File: config.mk
export PLATFORM = sky130hd
export DESIGN_NAME = itoa_conv
export DESIGN_NICKNAME = d
export VERILOG_FILES = /design/src/design/itoa_pkg.sv /design/src/design/itoa_conv.sv
export SDC_FILE = /design/constraint.sdc
export NUM_CORES = 1
export LEC_CHECK = 0
export BUFFER_PORTS_ARGS = -buffer_cell sky130_fd_sc_hd__buf_4
export CORE_AREA = 2 2 155 157
export DETAILED_ROUTE_END_ITERATION = 10
export DIE_AREA = 0 0 157 159
export RECOVER_POWER = 100
export SLEW_MARGIN = 30
export SYNTH_ARGS = -nofsm -noshare
export SYNTH_HDL_FRONTEND = slang
export SYNTH_SLANG_ARGS = --single-unit
export TNS_END_PERCENT = 100
File: constraint.sdc
create_clock -name clk -period 4.32 [get_ports clk]
set_input_delay 0.648 -clock clk [delete_from_list [all_inputs] [get_ports clk]]
set_output_delay 0.648 -clock clk [all_outputs]
set_load 0.03 [all_outputs]
File: src/design/itoa_pkg.sv
// ---------------------------------------------------------------------------
// itoa_pkg
// Shared types and constants for the integer to ascii digit converter.
// ---------------------------------------------------------------------------
`timescale 1ns / 1ps
`default_nettype none

package itoa_pkg;

  // width of the converted value
  localparam int VALUE_W = 32;

  // digit slots: octal needs the most digits of the three radices
  localparam int NUM_DIGITS = (VALUE_W + 2) / 3;
  localparam int IDX_W      = $clog2(NUM_DIGITS);
  localparam int DIGIT_W    = 4;
  localparam int EXT_W      = NUM_DIGITS * DIGIT_W;

  // decimal conversion: shift-and-add-3, a few value bits per cycle
  localparam int DD_BITS    = 4;
  localparam int DD_STEPS   = VALUE_W / DD_BITS;
  localparam int DD_STEP_W  = (DD_STEPS > 1) ? $clog2(DD_STEPS) : 1;

  // queue between front and back
  localparam int QDEPTH     = 2;
  localparam int QPTR_W     = $clog2(QDEPTH);
  localparam int QCNT_W     = $clog2(QDEPTH + 1);

  // ascii
  localparam int CHAR_W                      = 7;
  localparam logic [CHAR_W-1:0] ASCII_ZERO    = 7'd48;
  localparam logic [CHAR_W-1:0] LOWER_HEX_GAP = 7'd39;
  localparam logic [CHAR_W-1:0] UPPER_HEX_GAP = 7'd7;
  localparam logic [DIGIT_W-1:0] DIGIT_NINE   = 4'd9;

  // radix codes
  typedef enum logic [1:0] {
    RADIX_DEC = 2'd0,
    RADIX_HEX = 2'd1,
    RADIX_OCT = 2'd2
  } radix_t;

  typedef logic [DIGIT_W-1:0] digit_t;
  typedef digit_t [NUM_DIGITS-1:0] digits_t;

  // one queued conversion item
  typedef struct packed {
    logic [VALUE_W-1:0] value;
    radix_t             radix;
    logic               upper;
  } job_t;

  // converted digits handed to the emitter
  typedef struct packed {
    digits_t          digits;
    logic [IDX_W-1:0] top;
    logic             upper;
  } dset_t;

endpackage

`default_nettype wire

File: src/design/itoa_conv.sv
// ---------------------------------------------------------------------------
// itoa_conv
// Turns a queued value into a digit vector: hex and octal by grouping bits,
// decimal by shift-and-add-3 over several cycles. Finds the leading digit.
// ---------------------------------------------------------------------------
`timescale 1ns / 1ps
`default_nettype none

module itoa_conv import itoa_pkg::*; (
  input  logic  clk,
  input  logic  rst_n,
  input  logic  q_nempty,
  input  job_t  q_job,
  output logic  q_pop,
  output logic  res_valid,
  input  logic  res_ready,
  output dset_t res
);

  typedef enum logic [1:0] {
    ST_IDLE,
    ST_SHIFT,
    ST_DONE
  } state_t;

  state_t               state_r;
  logic [VALUE_W-1:0]   bin_r, bin_nxt;
  logic [EXT_W-1:0]     bcd_r, bcd_nxt;
  logic [DD_STEP_W-1:0] step_r;
  radix_t               radix_r;
  logic                 upper_r;
  logic                 load;
  logic [EXT_W-1:0]     ext;
  digits_t              digs;
  logic [IDX_W-1:0]     top;

  // pop the next item when idle or when the finished set is taken
  assign load      = q_nempty && ((state_r == ST_IDLE) ||
                                  ((state_r == ST_DONE) && res_ready));
  assign q_pop     = load;
  assign res_valid = (state_r == ST_DONE);

  // several shift-and-add-3 steps per cycle
  always_comb begin
    bcd_nxt = bcd_r;
    bin_nxt = bin_r;
    for (int b = 0; b < DD_BITS; b++) begin
      for (int d = 0; d < NUM_DIGITS; d++) begin
        if (bcd_nxt[d*DIGIT_W +: DIGIT_W] >= 4'd5) begin
          bcd_nxt[d*DIGIT_W +: DIGIT_W] = bcd_nxt[d*DIGIT_W +: DIGIT_W] + 4'd3;
        end
      end
      bcd_nxt = {bcd_nxt[EXT_W-2:0], bin_nxt[VALUE_W-1]};
      bin_nxt = {bin_nxt[VALUE_W-2:0], 1'b0};
    end
  end

  // digit vector for the held radix
  always_comb begin
    ext = EXT_W'(bin_r);
    for (int i = 0; i < NUM_DIGITS; i++) begin
      case (radix_r)
        RADIX_DEC: digs[i] = bcd_r[i*DIGIT_W +: DIGIT_W];
        RADIX_HEX: digs[i] = ext[i*DIGIT_W +: DIGIT_W];
        RADIX_OCT: digs[i] = {1'b0, ext[i*3 +: 3]};
        default:   digs[i] = '0;
      endcase
    end
  end

  // most significant nonzero digit, zero gives slot 0
  always_comb begin
    top = '0;
    for (int i = 0; i < NUM_DIGITS; i++) begin
      if (digs[i] != '0) begin
        top = IDX_W'(i);
      end
    end
  end

  always_comb begin
    res.digits = digs;
    res.top    = top;
    res.upper  = upper_r;
  end

  // conversion sequencer
  always_ff @(posedge clk) begin
    if (!rst_n) begin
      state_r <= ST_IDLE;
    end else begin
      if (load) begin
        bin_r   <= q_job.value;
        bcd_r   <= '0;
        step_r  <= '0;
        radix_r <= q_job.radix;
        upper_r <= q_job.upper;
        state_r <= (q_job.radix == RADIX_DEC) ? ST_SHIFT : ST_DONE;
      end else begin
        case (state_r)
          ST_IDLE: begin
            state_r <= ST_IDLE;
          end
          ST_SHIFT: begin
            bin_r  <= bin_nxt;
            bcd_r  <= bcd_nxt;
            step_r <= step_r + DD_STEP_W'(1);
            if (step_r == DD_STEP_W'(DD_STEPS - 1)) begin
              state_r <= ST_DONE;
            end
          end
          ST_DONE: begin
            if (res_ready) begin
              state_r <= ST_IDLE;
            end
          end
          default: begin
            state_r <= ST_IDLE;
          end
        endcase
      end
    end
  end

endmodule

`default_nettype wire

==> results of run 1 <==
==> registers in the layout (all words and copies together), names as in the netlist <==
name     cells
upper_r      1
step_r       3
bin_r       32
state_r      2
bcd_r       44
radix_r      2
==> worst max-delay path by stage <==
| stage | from | to | slack, ns |
|---|---|---|---|
| floorplan | res_ready | bcd_r[0] | 0.39 |
| CTS | bcd_r[8] | bcd_r[16] | 0.13 |
| global placement | bcd_r[8] | bcd_r[16] | 0.29 |
| finish | bcd_r[8] | bcd_r[16] | 0.22 |
| global route | bcd_r[8] | bcd_r[16] | -0.02 |
| detailed placement | bcd_r[8] | bcd_r[16] | 0.19 |
==> routing by layer <==
metal,part of all wire,global-route usage,vias to the layer above
met1,0.48,0.314,4516
met5,0,0,-
met2,0.47,0.357,257
met3,0.044,0.0223,18
li1,-,-,4791
met4,0.013,0.0500,0
==> metrics by stage <==
stage | setup TNS [ns] | area, sq um | instances | hold WS, ns
detailed placement | 0 | 10700 | 1613 | 0.557
floorplan | 0 | 9660 | 1237 | 0.538
CTS | 0 | 11000 | 1629 | 0.470
global placement | 0 | 10700 | 1613 | 0.561
global route | -0.0223 | 10900 | 1632 | 0.489
finish | 0 | 10900 | 1632 | 0.494
==> kinds of logic (layout without fill, tap and decap cells) <==
logic type | after synthesis | count (layout) | synth area share
AOI/OAI and AO/OA | 385 | 385 | 0.274
xor gates and xnor gates | 23 | 23 | 0.0255
adders and majority gates | 45 | 45 | 0.0563
buffers and inverters | 106 | 182 | 0.0448
DFF | 84 | 84 | 0.259
muxes | 84 | 84 | 0.0884
and+or+nand+nor | 510 | 510 | 0.252
==> layout make-up <==
cell class	count	area (sq um)
Timing Repair Buffer	122	746
Tap cell	319	399
Inverter	44	165
Clock inverter	6	88.8
Clock buffer	10	229
Fill cell	2314	12300
Sequential cell	84	2500
Multi-Input combinational cell	1047	6740
==> synthesized netlist by cell type (all sizes together) (9+ instances only) <==
cell    number
a211oi      19
a21o        18
a21oi       87
a31oi       20
and2        24
buf         19
clkbuf      43
edfxtp      82
ha          37
inv         43
mux2        11
mux2i       73
nand2      202
nand2b      24
nand3       31
nor2       100
nor2b       13
nor3        40
nor3b        9
nor4        13
o211ai      17
o21a        12
o21ai       97
o31ai       12
or3         10
or3b        10
xnor2       22
==> worst max-delay path, stage by stage (launching register included) <==
cell,delay (ns)
edfxtp_1,0.51
buf_4,0.19
ha_1,0.21
nand2b_1,0.19
a211oi_2,0.41
o211ai_1,0.23
a21oi_4,0.27
nor2_2,0.12
ha_1,0.24
maj3_2,0.33
a221oi_2,0.34
a21oi_1,0.13
a31oi_2,0.23
or4b_1,0.45
o21ai_0,0.08
==> timing repair <==
item,4_1_cts,5_1_grt
setup endpoints to repair,0,3
gates resized for setup,0,7
buffers inserted,0,3
==> out/qor.txt, run 1 <==
Max Cap Viol = 2
Endpoint, Worst Hold = upper_r
Hold Startpoint = q_job[0]
Slew Limit Headroom = -0.771
Ys flop type = edfxtp_1
Via Count = 9582
Final setup fails = 0
Drt wl/cell = 16.9 um
Largest net degree at the start of global routing = 71
Most common cell after layout, fill and taps aside = nand2_1
Port bufs = 89
Worst r2r path cells = 14
Fin util = 0.469
Hold Path Stages = 1
Num rows = 56
Die area = 25000 sq um
Final Cycle Share = 0.949
Clock sink count = 84
CTS Buf Count = 9
Router iterations before antenna repair = 6
Reg2Reg Setup Slack = 0.22 ns
Syn Inst Count = 1237
GRT Residual Overflow = 0
Worst-Margin Slew = 2.66 ns
Critical path type = reg2reg
Final hold vios = 0
Hold Path Class = in2reg
Starting Density = 0.417
Clock Skews = 0.00885 ns
Post-synth EDFFs = 82
All-layer global routing usage = 0.220
Seq/Total Area, Yosys = 0.259
Antenna violations before repair = 0
H-tree depth = 3
DR iter-0 viols = 743
DRC = 0
CP Launch Type = register
DPL Wire Length = 20500 um
Upper clock frequency limit = 244 MHz
Syn Area/Cell = 7.81 sq um
Worst r2r src = bcd_r[8]
DRT Wirelength = 27600 um
PnR worst setup slack = 0.220 ns
Clock slew at reported path FFs = 0.06 ns
Largest cells by area after synthesis = edfxtp_1, nand2_1, mux2i_1
Die height = 159 um
Critical path fanouts, max = 8
Asr flop ratio synth = 0
Cell area after synthesis = 9660 sq um
Required time of the critical path = 4.51 ns
Vias in the first global route = 8627
Failing checks = max-capacitance violations, max-slew violations
Status = finished with violations
GPL Wtd Cong = 0.914
Commonest cells after routing, fill and taps aside = nand2_1, nor2_1, o21ai_0
Fin crit period = 4.10 ns
Arrival @ worst endpoint = 4.29 ns
First-pass GRT wire length = 44900 um
Post-synth top area share = 0.255
Antenna Nets Post-Route = 0
Critical path endpoint category = register
Dpl ws = 0.193 ns
Slew Limit Fails = 102
Unique masters post-synth = 102
YS warnings = 0
CTS root buffer = clkbuf_16
Skew-Pair Late Insertion Delay = 0.36 ns
# nets final = 1384
Mapped Nets = 1313
Share of cells above drive strength 1 = 0.116
Area Growth Syn to Fin = 12.5%
#FFs+latches synth = 84
Hold_buf cts = 0
FF-to-FF End = bcd_r[16]
CTS Buffer Depth = 2
Die Span X = 157 um
Via density per instance = 5.87
CTS tree = yes
Core ar. = 23200 sq um
# IOs = 90
Largest area contributor in the netlist = edfxtp_1
Antenna Cells = 0
Power of run 1 is left out: the tool's default activity adds up to more than one toggle a clock period on the data nets, which glitch-free logic cannot reach.
==> run 2, diff against run 1 <==
--- a/config.mk
+++ b/config.mk
@@ -6,9 +6,12 @@
 export NUM_CORES = 1
 export LEC_CHECK = 0
 export BUFFER_PORTS_ARGS = -buffer_cell sky130_fd_sc_hd__buf_4
-export CORE_AREA = 2 2 155 157
+export CELL_PAD_IN_SITES_DETAIL_PLACEMENT = 1
+export CELL_PAD_IN_SITES_GLOBAL_PLACEMENT = 2
+export CORE_AREA = 2 2 167 169
 export DETAILED_ROUTE_END_ITERATION = 10
-export DIE_AREA = 0 0 157 159
+export DIE_AREA = 0 0 169 171
+export PLACE_DENSITY_LB_ADDON = 0.1
 export RECOVER_POWER = 100
 export SLEW_MARGIN = 30
 export SYNTH_ARGS = -nofsm -noshare
==> out/qor.txt, run 2 (synthesized netlist as in run 1, its figures left out) <==
Fin crit period = 4.11 ns (was 4.10 ns)
Clock slew at reported path FFs = 0.07 ns (was 0.06 ns)
Antenna Cells = 0 (unchanged)
Cell breakdown of the critical path = nor2b_1 > buf_4 > nand2_1 > o21ai_0 > nor4_1 > o21ai_0 > a21oi_1 > o21ai_0 > nand2_1 > a21boi_0 > buf_4 (was buf_4 > ha_1 > nand2b_1 > a211oi_2 > o211ai_1 > a21oi_4 > nor2_2 > ha_1 > maj3_2 > a221oi_2 > a21oi_1 > a31oi_2 > or4b_1 > o21ai_0)
CTS Buffer Depth = 2 (unchanged)
# IOs = 90 (unchanged)
Slew Limit Headroom = -0.944 (was -0.771)
Drt wl/cell = 19.3 um (was 16.9 um)
Via Count = 9668 (was 9582)
DRC = 0 (unchanged)
DRT Wirelength = 32300 um (was 27600 um)
CP Launch Type = register (unchanged)
Clock sink count = 84 (unchanged)
Max Cap Viol = 2 (unchanged)
Required time of the critical path = 3.67 ns (was 4.51 ns)
Arrival @ worst endpoint = 3.46 ns (was 4.29 ns)
First-pass GRT wire length = 52100 um (was 44900 um)
Vias in the first global route = 9616 (was 8627)
Largest delay share family, worst path = compound AO/OA/AOI/OAI gates (unchanged)
Fill count = 3355 (was 2314)
All-layer global routing usage = 0.224 (was 0.220)
Die area = 28900 sq um (was 25000 sq um)
Largest Register = bcd_r (unchanged)
Slew Limit Fails = 88 (was 102)
DPL Wire Length = 24800 um (was 20500 um)
Antenna violations before repair = 0 (unchanged)
Largest net degree at the start of global routing = 52 (was 71)
Placed cell count = 1657 (was 1613)
Worst path slowest cell = nor2b_1 (was edfxtp_1)
Most used cell, CP = o21ai_0 (was ha_1)
Status = finished with violations (unchanged)
Critical path type = reg2out (was reg2reg)
GPL Wtd Cong = 0.862 (was 0.914)
Final Cycle Share = 0.952 (was 0.949)
Post-CTS Setup Bufs = 0 (unchanged)
CTS Buf Count = 9 (unchanged)
Worst-Margin Slew = 2.92 ns (was 2.66 ns)
CTS resizes = 0 (unchanged)
Router iterations before antenna repair = 4 (was 6)
Biggest regs = bcd_r (44), bin_r (32), step_r (3) (unchanged)
Commonest cells after routing, fill and taps aside = nand2_1, nor2_1, buf_4 (was nand2_1, nor2_1, o21ai_0)
Core ar. = 27300 sq um (was 23200 sq um)
Post-Layout Cell Count = 1673 (was 1632)
Final setup fails = 0 (unchanged)
Max incr delay on CP = 0.69 ns (was 0.51 ns)
# nets final = 1398 (was 1384)
Starting Density = 0.354 (was 0.417)
Most common cell after layout, fill and taps aside = nand2_1 (unchanged)
Area Growth Syn to Fin = 14.1% (was 12.5%)
Upper clock frequency limit = 243 MHz (was 244 MHz)
Die Span X = 169 um (was 157 um)
Failing checks = max-capacitance violations, max-slew violations (unchanged)
Skew-Pair Late Insertion Delay = 0.36 ns (about the same)
Critical path endpoint category = output pin (was register)
Port bufs = 89 (unchanged)
CTS tree = yes (unchanged)
Num rows = 61 (was 56)
Antenna Nets Post-Route = 0 (unchanged)
Die height = 171 um (was 159 um)
DR iter-0 viols = 698 (was 743)
Hold_buf cts = 0 (unchanged)
Clock Skews = 0.0118 ns (was 0.00885 ns)
CTS root buffer = clkbuf_16 (unchanged)
GRT Residual Overflow = 0 (unchanged)
Critical path fanouts, max = 16 (was 8)
Share of cells above drive strength 1 = 0.124 (was 0.116)
H-tree depth = 3 (unchanged)
Final hold vios = 0 (unchanged)
Hold Path Class = in2reg (unchanged)
Number of flip-flops in the largest register = 44 (unchanged)
WP buf/inv = 2 (was 1)
Via density per instance = 5.78 (was 5.87)
## run 2: final timing paths
path / from / end / slack (ns) / depth (start not counted)
max: radix_r[0] / res[1] / 0.21 / 11
min: q_job[0] / upper_r / 0.49 / 1
max reg2reg: bcd_r[28] / bcd_r[35] / 0.28 / 15
min reg2reg: step_r[0] / step_r[0] / 0.59 / 1
## run 2: cell type report
| type | instances | area (sq um) | area share |
|---|---|---|---|
| Inverter | 44 | 165 | 0.0150 |
| Tap cell | 346 | 433 | 0.0393 |
| Timing Repair Buffer | 136 | 868 | 0.0787 |
| Multi-Input combinational cell | 1047 | 6730 | 0.611 |
| Sequential cell | 84 | 2500 | 0.227 |
| Clock buffer | 9 | 225 | 0.0204 |
| Clock inverter | 7 | 98.8 | 0.00896 |
## run 2: layer usage
| metal | GRT usage | wire length [um] | vias to the layer above |
|---|---|---|---|
| li1 | - | - | 4816 |
| met2 | 0.380 | 15300 | 152 |
| met5 | 0 | 0 | - |
| met4 | 0.0405 | 308 | 0 |
| met3 | 0.0285 | 1100 | 21 |
| met1 | 0.310 | 15600 | 4679 |
## run 2: metrics by stage
stage | util | instance area (sq um) | hold slack (ns) | setup TNS (ns) | worst slack, ns
final | 0.404 | 11000 | 0.492 | 0 | 0.209
after global routing | 0.404 | 11000 | 0.482 | -0.00845 | -0.00845
after CTS | 0.410 | 11200 | 0.459 | 0 | 0.141
after detailed placement | 0.398 | 10900 | 0.578 | 0 | 0.159
after global placement | 0.398 | 10900 | 0.553 | 0 | 0.241
after floorplan | - | 9660 | 0.538 | 0 | 0.392
Power of run 2 is left out for the same reason.
