`src/design/itoa_pkg.sv`:
```
// ---------------------------------------------------------------------------
// itoa_pkg
// Shared types and constants for the integer to ascii digit converter.
// ---------------------------------------------------------------------------
`timescale 1ns / 1ps
`default_nettype none

package itoa_pkg;

  // width of the converted value
  localparam int VALUE_W = 32;

  // digit slots: octal needs the most digits of the three radices
  localparam int NUM_DIGITS = (VALUE_W + 2) / 3;
  localparam int IDX_W      = $clog2(NUM_DIGITS);
  localparam int DIGIT_W    = 4;
  localparam int EXT_W      = NUM_DIGITS * DIGIT_W;

  // decimal conversion: shift-and-add-3, a few value bits per cycle
  localparam int DD_BITS    = 4;
  localparam int DD_STEPS   = VALUE_W / DD_BITS;
  localparam int DD_STEP_W  = (DD_STEPS > 1) ? $clog2(DD_STEPS) : 1;

  // queue between front and back
  localparam int QDEPTH     = 2;
  localparam int QPTR_W     = $clog2(QDEPTH);
  localparam int QCNT_W     = $clog2(QDEPTH + 1);

  // ascii
  localparam int CHAR_W                      = 7;
  localparam logic [CHAR_W-1:0] ASCII_ZERO    = 7'd48;
  localparam logic [CHAR_W-1:0] LOWER_HEX_GAP = 7'd39;
  localparam logic [CHAR_W-1:0] UPPER_HEX_GAP = 7'd7;
  localparam logic [DIGIT_W-1:0] DIGIT_NINE   = 4'd9;

  // radix codes
  typedef enum logic [1:0] {
    RADIX_DEC = 2'd0,
    RADIX_HEX = 2'd1,
    RADIX_OCT = 2'd2
  } radix_t;

  typedef logic [DIGIT_W-1:0] digit_t;
  typedef digit_t [NUM_DIGITS-1:0] digits_t;

  // one queued conversion item
  typedef struct packed {
    logic [VALUE_W-1:0] value;
    radix_t             radix;
    logic               upper;
  } job_t;

  // converted digits handed to the emitter
  typedef struct packed {
    digits_t          digits;
    logic [IDX_W-1:0] top;
    logic             upper;
  } dset_t;

endpackage

`default_nettype wire

```
`src/design/itoa_queue.sv`:
```
// ---------------------------------------------------------------------------
// itoa_queue
// Short fifo of conversion items between the front and the back.
// ---------------------------------------------------------------------------
`timescale 1ns / 1ps
`default_nettype none

module itoa_queue import itoa_pkg::*; (
  input  logic clk,
  input  logic rst_n,
  input  logic push,
  input  job_t push_job,
  output logic full,
  input  logic pop,
  output logic nempty,
  output job_t pop_job
);

  job_t              mem_r [QDEPTH];
  logic [QPTR_W-1:0] wr_ptr_r, wr_ptr_nxt;
  logic [QPTR_W-1:0] rd_ptr_r, rd_ptr_nxt;
  logic [QCNT_W-1:0] cnt_r, cnt_nxt;

  assign full    = (cnt_r == QCNT_W'(QDEPTH));
  assign nempty  = (cnt_r != '0);
  assign pop_job = mem_r[rd_ptr_r];

  // pointer and fill count update
  always_comb begin
    wr_ptr_nxt = wr_ptr_r + (push ? QPTR_W'(1) : '0);
    rd_ptr_nxt = rd_ptr_r + (pop ? QPTR_W'(1) : '0);
    cnt_nxt    = cnt_r;
    if (push && !pop) begin
      cnt_nxt = cnt_r + QCNT_W'(1);
    end else if (pop && !push) begin
      cnt_nxt = cnt_r - QCNT_W'(1);
    end
  end

  always_ff @(posedge clk) begin
    if (!rst_n) begin
      wr_ptr_r <= '0;
      rd_ptr_r <= '0;
      cnt_r    <= '0;
    end else begin
      wr_ptr_r <= wr_ptr_nxt;
      rd_ptr_r <= rd_ptr_nxt;
      cnt_r    <= cnt_nxt;
    end
  end

  // entry storage
  always_ff @(posedge clk) begin
    if (push) begin
      mem_r[wr_ptr_r] <= push_job;
    end
  end

endmodule

`default_nettype wire

```
`config.mk`:
```
export PLATFORM = sky130hd
export DESIGN_NAME = itoa_queue
export DESIGN_NICKNAME = d
export VERILOG_FILES = /design/src/design/itoa_pkg.sv /design/src/design/itoa_queue.sv
export SDC_FILE = /design/constraint.sdc
export NUM_CORES = 1
export LEC_CHECK = 0
export BUFFER_PORTS_ARGS = -buffer_cell sky130_fd_sc_hd__buf_2
export CAP_MARGIN = 20
export CORE_MARGIN = 5
export CORE_UTILIZATION = 46
export CTS_CLUSTER_DIAMETER = 100
export DETAILED_ROUTE_END_ITERATION = 10
export PLACE_DENSITY = 0.71
export SKIP_CTS_REPAIR_TIMING = 1
export SLEW_MARGIN = 25
export SYNTH_ARGS = -nofsm -noshare
export SYNTH_HDL_FRONTEND = slang
export SYNTH_SLANG_ARGS = --single-unit
```
`constraint.sdc`:
```
create_clock -name clk -period 1.75 [get_ports clk]
set_clock_uncertainty 0.15 [all_clocks]
set_input_delay 0.0875 -clock clk [delete_from_list [all_inputs] [get_ports clk]]
set_output_delay 0.0875 -clock clk [all_outputs]
set_load 0.03 [all_outputs]
```
==> qor.tcl, run 1 <==
set qor(number_of_cells_traversed_by_the_worst_register_to_register_path) 3
set qor(top_cells_by_count_synth) {70 x edfxtp_1, 35 x mux2_2, 5 x dfxtp_1}
set qor(overall_power_mw) 3.83
set qor(synth_enable_flop_cells) 70
set qor(critical_path.reg2reg.startpoint) {rd_ptr_r$_SDFF_PN0_}
set qor(grt_first_pass_wirelength_mm) 7.13
set qor(nature_of_the_critical_path_startpoint) {register}
set qor(peakVddDrop_mv) 0.655
set qor(insertion_delay_ns) 0.32
set qor(detailroute.wirelength.met2_mm) 2.45
set qor(top_level_pins) 76
set qor(worst_ep_arrival_time_ns) 1.47
set qor(first_global_vias) 1521
set qor(drc) 0
set qor(start_util_pct) 47.0
set qor(ys_ff_latch) 75
set qor(diodes) 0
set qor(core_region_area_mm2) 0.00589
set qor(grt_start_max_net_pins) 23
set qor(synth_nets) 173
set qor(crit_path_end) {pop_job[20]}
set qor(rsz_0062_raised_after_global_routing) {yes}
set qor(first_pass_iters) 4
set qor(max_cap_viol_count) 0
set qor(layout-area-overhead-vs-synth_pct) 37.3
set qor(fillers) 457
set qor(layout.cells.non_filler) 338
set qor(logic_depth_of_the_worst_path_buffers_included) 3
set qor(maxSlewViolCount) 0
set qor(netlist.area_leader.share_pct) 76.0
set qor(post-place-cells) 283
set qor(power-per-cell-area_mw_per_mm2) 1010
set qor(cell_internal_pwr_mw) 2.87
set qor(holdCritPathClass) {primary input to register}
set qor(synth.largest_area_cell) {edfxtp_1}
set qor(root_buffer) {clkbuf_8}
set qor(clock_sink_count) 75
set qor(grt-ovfl-total) 0
set qor(transition_time_of_the_tightest_slew_check_pin_ns) 0.248
set qor(cts_htree_levels) 3
set qor(clk_path_buf_depth) 2
set qor(ys.warnings.count) 0
set qor(top_layer) {met4}
set qor(ys_async_sr_fraction_pct) 0
set qor(power.clock.fraction_pct) 27.2
set qor(seqPwrFrac_pct) 55.2
set qor(synth_ff_type) {edfxtp_1}
set qor(post_synth_num_cell_types) 16
set qor(critPathMaxStageDelay_ns) 0.37
set qor(post-synth-top-count-cell) {edfxtp_1}
set qor(final_antenna_net_count) 0
set qor(path_clk_slew_ns) 0.07
set qor(detail_route.wirelength.met1_mm) 2.09
set qor(route.final.wire_length_mm) 4.98
set qor(critical_path.n_buffers_inverters) 2
set qor(tritoncts.num_buffers) 9
set qor(route.detailed.vias_per_inst) 4.58
set qor(power_switching_share_pct) 25.1
set qor(place.gp.congestion) 0.681
set qor(synth.top_cells.by_area) {edfxtp_1 76%, mux2_2 14%, dfxtp_1 3.6%}
set qor(power.share.combinational_pct) 17.6
set qor(dieHeight_um) 87.5
set qor(finalNetCount) 300
set qor(die_area_mm2) 0.00766
set qor(crit_path_cell_trace) {buf_4 > mux2_2 > buf_2}
set qor(run_status) {completed}
set qor(vias) 1549
set qor(layout_worst_path_cycle_share_pct) 97.7
set qor(achievable-frequency_mhz) 585
set qor(num_rows) 28
set qor(final_layout_size_suffix_gt1_share_pct) 49.8
set qor(netSwitchingPower_uw) 962
set qor(die_x_um) 87.5
set qor(syn_inst) 131
set qor(power.static_leakage_nw) 1.47
set qor(synth-seq-area-share_pct) 79.6
set qor(timing.critical_path.slowest_stage_cell) {mux2_2}
set qor(timing.final.hold_violations) 0
set qor(detailroute.wirelength.met3_um) 388
set qor(crit-reg2reg-capture) {rd_ptr_r$_SDFF_PN0_}
set qor(route.detailed.wl_per_inst_um) 14.7
set qor(cp_delay_by_family_top) {buffers and inverters}
set qor(mapped_cell_area_mm2) 0.00277
set qor(synthesis.area_per_instance_um2) 21.1
set qor(port_buffers) 75
set qor(grt.total_usage_pct) 12.7
set qor(setup-tns-final_ns) 0
set qor(criticalPathCategory) {register to output pin}
set qor(r2r_setup_slack_ns) 0.34
set qor(place.detailed.hpwl_mm) 3.16
set qor(cts_tree) {yes}
set qor(slew_headroom_pct) 83.5
set qor(antenna_found_initial) 0
set qor(end_kind) {output pin}
set qor(largest_fanout_on_the_critical_path) 13
set qor(layout_min_cycle_time_ns) 1.71
set qor(critical_path_required_ns) 1.51
set qor(drt-initial-drc-count) 85
set qor(setup_viol_count_final) 0
==> per-layer routing <==
metal	global-route usage, %	vias to the layer above
met4	5.44	0
met2	21.2	54
met3	4.99	6
met5	0	-
li1	-	759
met1	14.7	730
==> per-stage QoR <==
| step | cell area (um2) | worst slack [ns] | hold slack, ns | util (%) |
|---|---|---|---|---|
| 6_report | 3800 | 0.0404 | 0.329 | 64.5 |
| 5_1_grt | 3800 | -0.0186 | 0.313 | 64.5 |
| 4_1_cts | 3400 | -0.0433 | -0.227 | 57.7 |
| 3_5_place_dp | 3250 | 0.325 | 0.129 | 55.1 |
| 3_3_place_gp | 3250 | 0.339 | 0.125 | 55.1 |
| 2_1_floorplan | 2770 | 0.316 | 0.0364 | - |
==> how the worst min path moves through the flow <==
stage / cells after the start / slack (ns) / startpoint / endpoint
after floorplan: 0 / 0.04 / push_job[0] / mem_r[0][0]$_DFFE_PP_
after global placement: 1 / 0.12 / push_job[15] / mem_r[1][15]$_DFFE_PP_
after detailed placement: 1 / 0.13 / push_job[21] / mem_r[1][21]$_DFFE_PP_
after CTS: 1 / -0.23 / push_job[1] / mem_r[0][1]$_DFFE_PP_
after global routing: 2 / 0.31 / push_job[30] / mem_r[0][30]$_DFFE_PP_
final: 2 / 0.33 / push_job[2] / mem_r[1][2]$_DFFE_PP_
==> sequential cells by signal, summed over array words and instances, names as in the netlist, named ones only <==
signal / cells
cnt_r: 2
mem_r: 70
rd_ptr_r: 1
wr_ptr_r: 1
==> layout make-up <==
type / instances / area, um2 / area share, %
clock buffer: 12 / 135 / 3.56
clock inverter: 4 / 17.5 / 0.461
inverter: 2 / 7.51 / 0.198
multi-input combinational: 50 / 522 / 13.7
sequential: 75 / 2200 / 58.0
tap: 75 / 93.8 / 2.47
timing repair buffer: 120 / 818 / 21.6
==> power groups by stage <==
| stage | Combinational [mW] | Clock, mW | Sequential (mW) |
|---|---|---|---|
| after floorplan | 0.429 | 0 | 2.15 |
| after global placement | 0.602 | 0 | 2.15 |
| after detailed placement | 0.607 | 0 | 2.16 |
| after CTS | 0.610 | 1.09 | 2.12 |
| after global routing | 0.722 | 1.18 | 2.12 |
| final | 0.674 | 1.04 | 2.12 |
==> cell families (layout without fill, tap and decap cells) <==
logic type,count (synthesis),in the layout,synth area share [%]
adders and majority gates,3,3,1.36
muxes,35,35,14.3
buffers and inverters,6,138,1.67
AOI/OAI and AO/OA,2,2,0.452
and+or+nand+nor,7,7,1.67
xor gates and xnor gates,3,3,0.950
DFF,75,75,79.6
==> layout by cell type, fill, tap and decap left out, drive strengths merged <==
| master | Yosys | routed |
|---|---|---|
| mux2 | 35 | 35 |
| or3 | 1 | 1 |
| or2 | 1 | 1 |
| inv | 2 | 2 |
| edfxtp | 70 | 70 |
| nor2b | 1 | 1 |
| a21boi | 1 | 1 |
| and2b | 1 | 1 |
| and2 | 3 | 3 |
| buf | 4 | 81 |
| dfxtp | 5 | 5 |
| o21ai | 1 | 1 |
| ha | 3 | 3 |
| xor2 | 2 | 2 |
| clkinv | 0 | 4 |
| dlygate4sd3 | 0 | 39 |
| clkbuf | 0 | 12 |
| xnor2 | 1 | 1 |
Note: power is estimated with default switching activity, not from simulation.
==> run 2: changes to the inputs <==
--- a/config.mk
+++ b/config.mk
@@ -10,8 +10,10 @@
 export CORE_MARGIN = 5
 export CORE_UTILIZATION = 46
 export CTS_CLUSTER_DIAMETER = 100
+export CTS_CLUSTER_SIZE = 8
 export DETAILED_ROUTE_END_ITERATION = 10
 export PLACE_DENSITY = 0.71
+export REMOVE_ABC_BUFFERS = 1
 export SKIP_CTS_REPAIR_TIMING = 1
 export SLEW_MARGIN = 25
 export SYNTH_ARGS = -nofsm -noshare
==> qor.tcl, run 2 (same netlist as run 1, synthesis figures left out) <==
set qor(grt_use_met3_pct) 4.14
set qor(placement.setup.worst_slack_ns) 0.296
set qor(rsz_0062_raised_after_global_routing) {no}
set qor(multiInputGateArea_um2) 522
set qor(vias) 1569
set qor(crit_path_cell_trace) {buf_12 > mux2_2 > buf_2}
set qor(post-place-cells) 283
set qor(tritoncts.num_buffers) 9
set qor(holdCritPathClass) {primary input to register}
set qor(root_buffer) {clkbuf_8}
set qor(first_global_vias) 1536
set qor(power-per-cell-area_mw_per_mm2) 1040
set qor(largest-register) {mem_r}
set qor(top_level_pins) 76
set qor(nature_of_the_critical_path_startpoint) {register}
set qor(first_pass_iters) 4
set qor(route.detailed.wl_per_inst_um) 15.4
set qor(end_kind) {output pin}
set qor(die_area_mm2) 0.00766
set qor(critical_path.reg2reg.startpoint) {rd_ptr_r$_SDFF_PN0_}
set qor(run_status) {completed}
set qor(achievable-frequency_mhz) 605
set qor(grt_start_max_net_pins) 25
set qor(critical_path_required_ns) 1.51
set qor(criticalPathCategory) {register to output pin}
set qor(final_critical_path_setup_slack_ns) 0.0977
set qor(hold-path-cell-count) 2
set qor(power.static_leakage_nw) 1.49
set qor(route.detailed.vias_per_inst) 4.66
set qor(grt_most_used_layer) {met2}
set qor(min_delay_worst_endpoint) {mem_r[1][6]$_DFFE_PP_}
set qor(path_clk_slew_ns) 0.08
set qor(power.clock.fraction_pct) 30.1
set qor(drc) 0
set qor(max_cap_viol_count) 0
set qor(largest_register_ffs) 70
set qor(netSwitchingPower_uw) 1000
set qor(grt_first_pass_wirelength_mm) 7.33
set qor(number_of_cells_traversed_by_the_worst_register_to_register_path) 3
set qor(clock_sink_count) 75
set qor(dieHeight_um) 87.5
set qor(area.sequential_mm2) 0.00220
set qor(met2_routing_resource_usage_after_global_routing_pct) 20.8
set qor(clk_path_buf_depth) 2
set qor(finalNetCount) 300
set qor(layout_worst_path_cycle_share_pct) 94.4
set qor(start_util_pct) 47.0
set qor(final_antenna_net_count) 0
set qor(power.share.combinational_pct) 17.2
set qor(peakVddDrop_mv) 0.626
set qor(critPathMaxStageDelay_ns) 0.38
set qor(drt-initial-drc-count) 104
set qor(timing.critical_path.slowest_stage_cell) {dfxtp_2}
set qor(place.gp.congestion) 0.660
set qor(die_x_um) 87.5
set qor(final_layout_size_suffix_gt1_share_pct) 51.1
set qor(antenna_found_initial) 0
set qor(grt.total_usage_pct) 13.1
set qor(most-common-layout-cells) {75 x buf_2, 70 x edfxtp_1, 39 x dlygate4sd3_1, 35 x mux2_2, 9 x clkbuf_8}
set qor(num_rows) 28
set qor(cell_internal_pwr_mw) 3.02
set qor(cts_htree_levels) 3
set qor(setup_viol_count_final) 0
set qor(cts_tree) {yes}
set qor(route.final.wire_length_mm) 5.18
set qor(overall_power_mw) 4.02
set qor(fin_worst_hold_slack_ns) 0.332
set qor(mostFrequentLayoutCell) {buf_2}
set qor(timing.final.hold_violations) 0
set qor(grt-ovfl-total) 0
set qor(layout-area-overhead-vs-synth_pct) 39.5
set qor(fillers) 440
set qor(place.detailed.hpwl_mm) 3.29
set qor(timing.hold.worst.start) {push_job[6]}
set qor(largest_fanout_on_the_critical_path) 18
set qor(diodes) 0
set qor(worst_ep_arrival_time_ns) 1.41
set qor(transition_time_of_the_tightest_slew_check_pin_ns) 0.325
set qor(seqPwrFrac_pct) 52.7
set qor(reg_top3) {mem_r (70), cnt_r (2)}
set qor(port_buffers) 75
set qor(insertion_delay_ns) 0.32
set qor(layout_min_cycle_time_ns) 1.65
set qor(global_route.usage.met1_pct) 16.1
set qor(core_region_area_mm2) 0.00589
set qor(r2r_setup_slack_ns) 0.35
set qor(maxSlewViolCount) 0
set qor(slew_headroom_pct) 78.3
set qor(layout.cells.non_filler) 337
set qor(power_switching_share_pct) 24.9
[run 2: cell types whose count changed in the layout (fill, tap and decap cells not counted)]
cell	delta
buf_12	+3
buf_4	-2
buf_8	-1
bufinv_16	+1
clkbuf_1	-3
clkinv_2	-1
clkinvlp_4	+2
dfxtp_1	-1
dfxtp_2	+1
[run 2: cell type report]
type / count / share of cell area [%]
inverters: 2 / 0.195
well taps: 75 / 2.43
clock buffers: 9 / 3.21
clock inverters: 6 / 1.49
multi-input cells: 50 / 13.5
repair buffers: 120 / 22.0
flip-flops and latches: 75 / 57.1
[run 2: per-stage QoR]
stage	utilization [%]	setup TNS, ns	instance area (um2)
finish	65.5	0	3860
global route	65.5	0	3860
CTS	58.7	-1.11	3450
detailed placement	55.6	0	3270
global placement	55.6	0	3270
floorplan	-	-1.90	2730
[run 2: worst max-delay path, delay by kind of cell (launching register included)]
| family | cells | cell delay, ns |
|---|---|---|
| flops | 1 | 0.38 |
| buf+inv | 2 | 0.35 |
| mux | 1 | 0.35 |
[run 2: power groups by stage]
| stage | Combinational, mW | Clock [mW] | Sequential, mW |
|---|---|---|---|
| after detailed placement | 0.623 | 0 | 2.16 |
| after CTS | 0.626 | 1.26 | 2.12 |
| final | 0.693 | 1.21 | 2.12 |
| after floorplan | 0.389 | 0 | 2.17 |
| after global routing | 0.741 | 1.36 | 2.13 |
| after global placement | 0.616 | 0 | 2.15 |
[run 2: how the worst max path moves through the flow]
stage               depth (start not counted)           startpoint  slack, ns                    end
detailed placement                          3             register       0.30            pop_job[17]
global route                                3             register       0.04            pop_job[17]
global placement                            3             register       0.30            pop_job[17]
floorplan                                   2  wr_ptr_r$_SDFF_PN0_      -0.03  mem_r[0][0]$_DFFE_PP_
CTS                                         3             register      -0.07            pop_job[17]
finish                                      3             register        0.1             pop_job[2]
[run 2: layer usage]
metal	wire length, um	part of all wire [%]
met5	0	0
met4	55	1.1
met3	331	6.4
met2	2670	52
met1	2120	41
==> run 3: changes to the inputs <==
--- a/config.mk
+++ b/config.mk
@@ -8,11 +8,11 @@
 export BUFFER_PORTS_ARGS = -buffer_cell sky130_fd_sc_hd__buf_2
 export CAP_MARGIN = 20
 export CORE_MARGIN = 5
-export CORE_UTILIZATION = 46
+export CORE_UTILIZATION = 35
 export CTS_CLUSTER_DIAMETER = 100
 export CTS_CLUSTER_SIZE = 8
 export DETAILED_ROUTE_END_ITERATION = 10
-export PLACE_DENSITY = 0.71
+export PLACE_DENSITY = 0.56
 export REMOVE_ABC_BUFFERS = 1
 export SKIP_CTS_REPAIR_TIMING = 1
 export SLEW_MARGIN = 25
==> qor.tcl, run 3 (same netlist as run 1, synthesis figures left out) <==
set qor(run_status) {completed}
set qor(largest-register) {mem_r}
set qor(achievable-frequency_mhz) 597
set qor(core_region_area_mm2) 0.00773
set qor(root_buffer) {clkbuf_8}
set qor(tritoncts.num_buffers) 9
set qor(cp_delay_by_family_top) {buffers and inverters}
set qor(max_cap_viol_count) 0
set qor(criticalPathCategory) {register to output pin}
set qor(clock_sink_count) 75
set qor(largest_fanout_on_the_critical_path) 22
set qor(layout.cells.non_filler) 365
set qor(first_pass_iters) 3
set qor(diodes) 0
set qor(grt-ovfl-total) 0
set qor(vias) 1584
set qor(layout-area-overhead-vs-synth_pct) 40.2
set qor(die_x_um) 98.9
set qor(setup_viol_count_final) 0
set qor(worst_ep_arrival_time_ns) 1.44
set qor(power-per-cell-area_mw_per_mm2) 1010
set qor(layout_worst_path_cycle_share_pct) 95.8
set qor(rsz_0062_raised_after_global_routing) {yes}
set qor(top_level_pins) 76
set qor(reg_top3) {mem_r (70), cnt_r (2)}
set qor(mostFrequentLayoutCell) {buf_2}
set qor(cts_tree) {yes}
set qor(largest_register_ffs) 70
set qor(finalNetCount) 300
set qor(slew_headroom_pct) 88.0
set qor(place.detailed.hpwl_mm) 3.26
set qor(crit_path_cell_trace) {buf_8 > mux2_2 > buf_2}
set qor(path_clk_slew_ns) 0.07
set qor(insertion_delay_ns) 0.33
set qor(end_kind) {output pin}
set qor(route.final.wire_length_mm) 5.03
set qor(timing.final.hold_violations) 0
set qor(timing.critical_path.slowest_stage_cell) {mux2_2}
set qor(drc) 0
set qor(critPathMaxStageDelay_ns) 0.36
set qor(start_util_pct) 35.8
set qor(post-place-cells) 310
set qor(most-common-layout-cells) {75 x buf_2, 70 x edfxtp_1, 39 x dlygate4sd3_1, 35 x mux2_2, 9 x clkbuf_8}
set qor(holdCritPathClass) {primary input to register}
set qor(transition_time_of_the_tightest_slew_check_pin_ns) 0.181
set qor(route.detailed.vias_per_inst) 4.34
set qor(clk_path_buf_depth) 2
set qor(place.gp.congestion) 0.696
set qor(power.static_leakage_nw) 1.48
set qor(fillers) 678
set qor(dieHeight_um) 98.9
set qor(fin_worst_hold_slack_ns) 0.322
set qor(cts_htree_levels) 3
set qor(nature_of_the_critical_path_startpoint) {register}
set qor(antenna_found_initial) 0
set qor(route.detailed.wl_per_inst_um) 13.8
set qor(grt_start_max_net_pins) 28
set qor(critical_path_required_ns) 1.51
set qor(num_rows) 32
set qor(final_layout_size_suffix_gt1_share_pct) 51.7
set qor(first_global_vias) 1569
set qor(port_buffers) 75
set qor(peakVddDrop_mv) 0.483
set qor(critical_path.n_buffers_inverters) 2
set qor(drt-initial-drc-count) 38
set qor(grt_first_pass_wirelength_mm) 7.65
set qor(maxSlewViolCount) 0
set qor(setup-tns-final_ns) 0
set qor(die_area_mm2) 0.00978
set qor(final_antenna_net_count) 0
set qor(layout_min_cycle_time_ns) 1.68
set qor(grt.total_usage_pct) 10.4
run 3: cell types whose count changed in the layout (fill, tap and decap cells not counted):
cell        before  now
buf_12           3    2
buf_4            3    2
buf_6            0    1
buf_8            0    1
bufinv_16        1    0
clkinv_1         2    1
clkinv_2         1    2
clkinv_4         0    1
clkinvlp_4       2    3
run 3: final cells by class:
class / count / area (um2) / area share, %
Inverter: 2 / 7.51 / 0.194
Clock inverter: 7 / 45.0 / 1.16
Tap cell: 102 / 128 / 3.29
Clock buffer: 9 / 124 / 3.20
Multi-Input combinational cell: 50 / 522 / 13.5
Timing Repair Buffer: 120 / 847 / 21.9
Sequential cell: 75 / 2200 / 56.8
run 3: worst reg2reg max path: cells and delay by family, from the launching register on:
kind                   cells  cell delay (ns)
flip-flops                 1             0.31
AND/OR/NAND/NOR            1             0.15
XOR/XNOR                   1             0.14
buffers and inverters      1             0.54
run 3: routing by layer:
| layer | GRT usage, % | wire length (um) |
|---|---|---|
| met5 | 0 | 0 |
| met4 | 5.67 | 88 |
| met3 | 4.10 | 392 |
| met2 | 15.6 | 2300 |
| met1 | 12.8 | 2240 |
run 3: path summary, 6_finish.rpt:
check | startpoint | end | slack [ns] | cells after the start
worst max-delay path | register | pop_job[25] | 0.07 | 3
worst min-delay path | push_job[17] | mem_r[1][17]$_DFFE_PP_ | 0.32 | 2
worst max register to register | rd_ptr_r$_SDFF_PN0_ | register | 0.35 | 3
worst min register to register | cnt_r[1]$_SDFFE_PN0P_ | cnt_r[1]$_SDFFE_PN0P_ | 0.37 | 2
run 3: power breakdown:
part	internal, mW	switching [mW]	leakage [nW]
Combinational	0.295	0.393	0.700
Sequential	2.09	0.0302	0.699
Clock	0.505	0.596	0.0787
run 3: through the flow:
step / worst slack [ns] / power (mW) / area, um2 / utilization [%]
final: 0.0741 / 3.91 / 3880 / 50.2
after global placement: 0.326 / 2.77 / 3310 / 42.8
after detailed placement: 0.324 / 2.78 / 3310 / 42.8
after global routing: -0.00278 / 4.10 / 3880 / 50.2
after CTS: -0.0672 / 3.90 / 3470 / 45.0
after floorplan: -0.0299 / 2.56 / 2730 / -
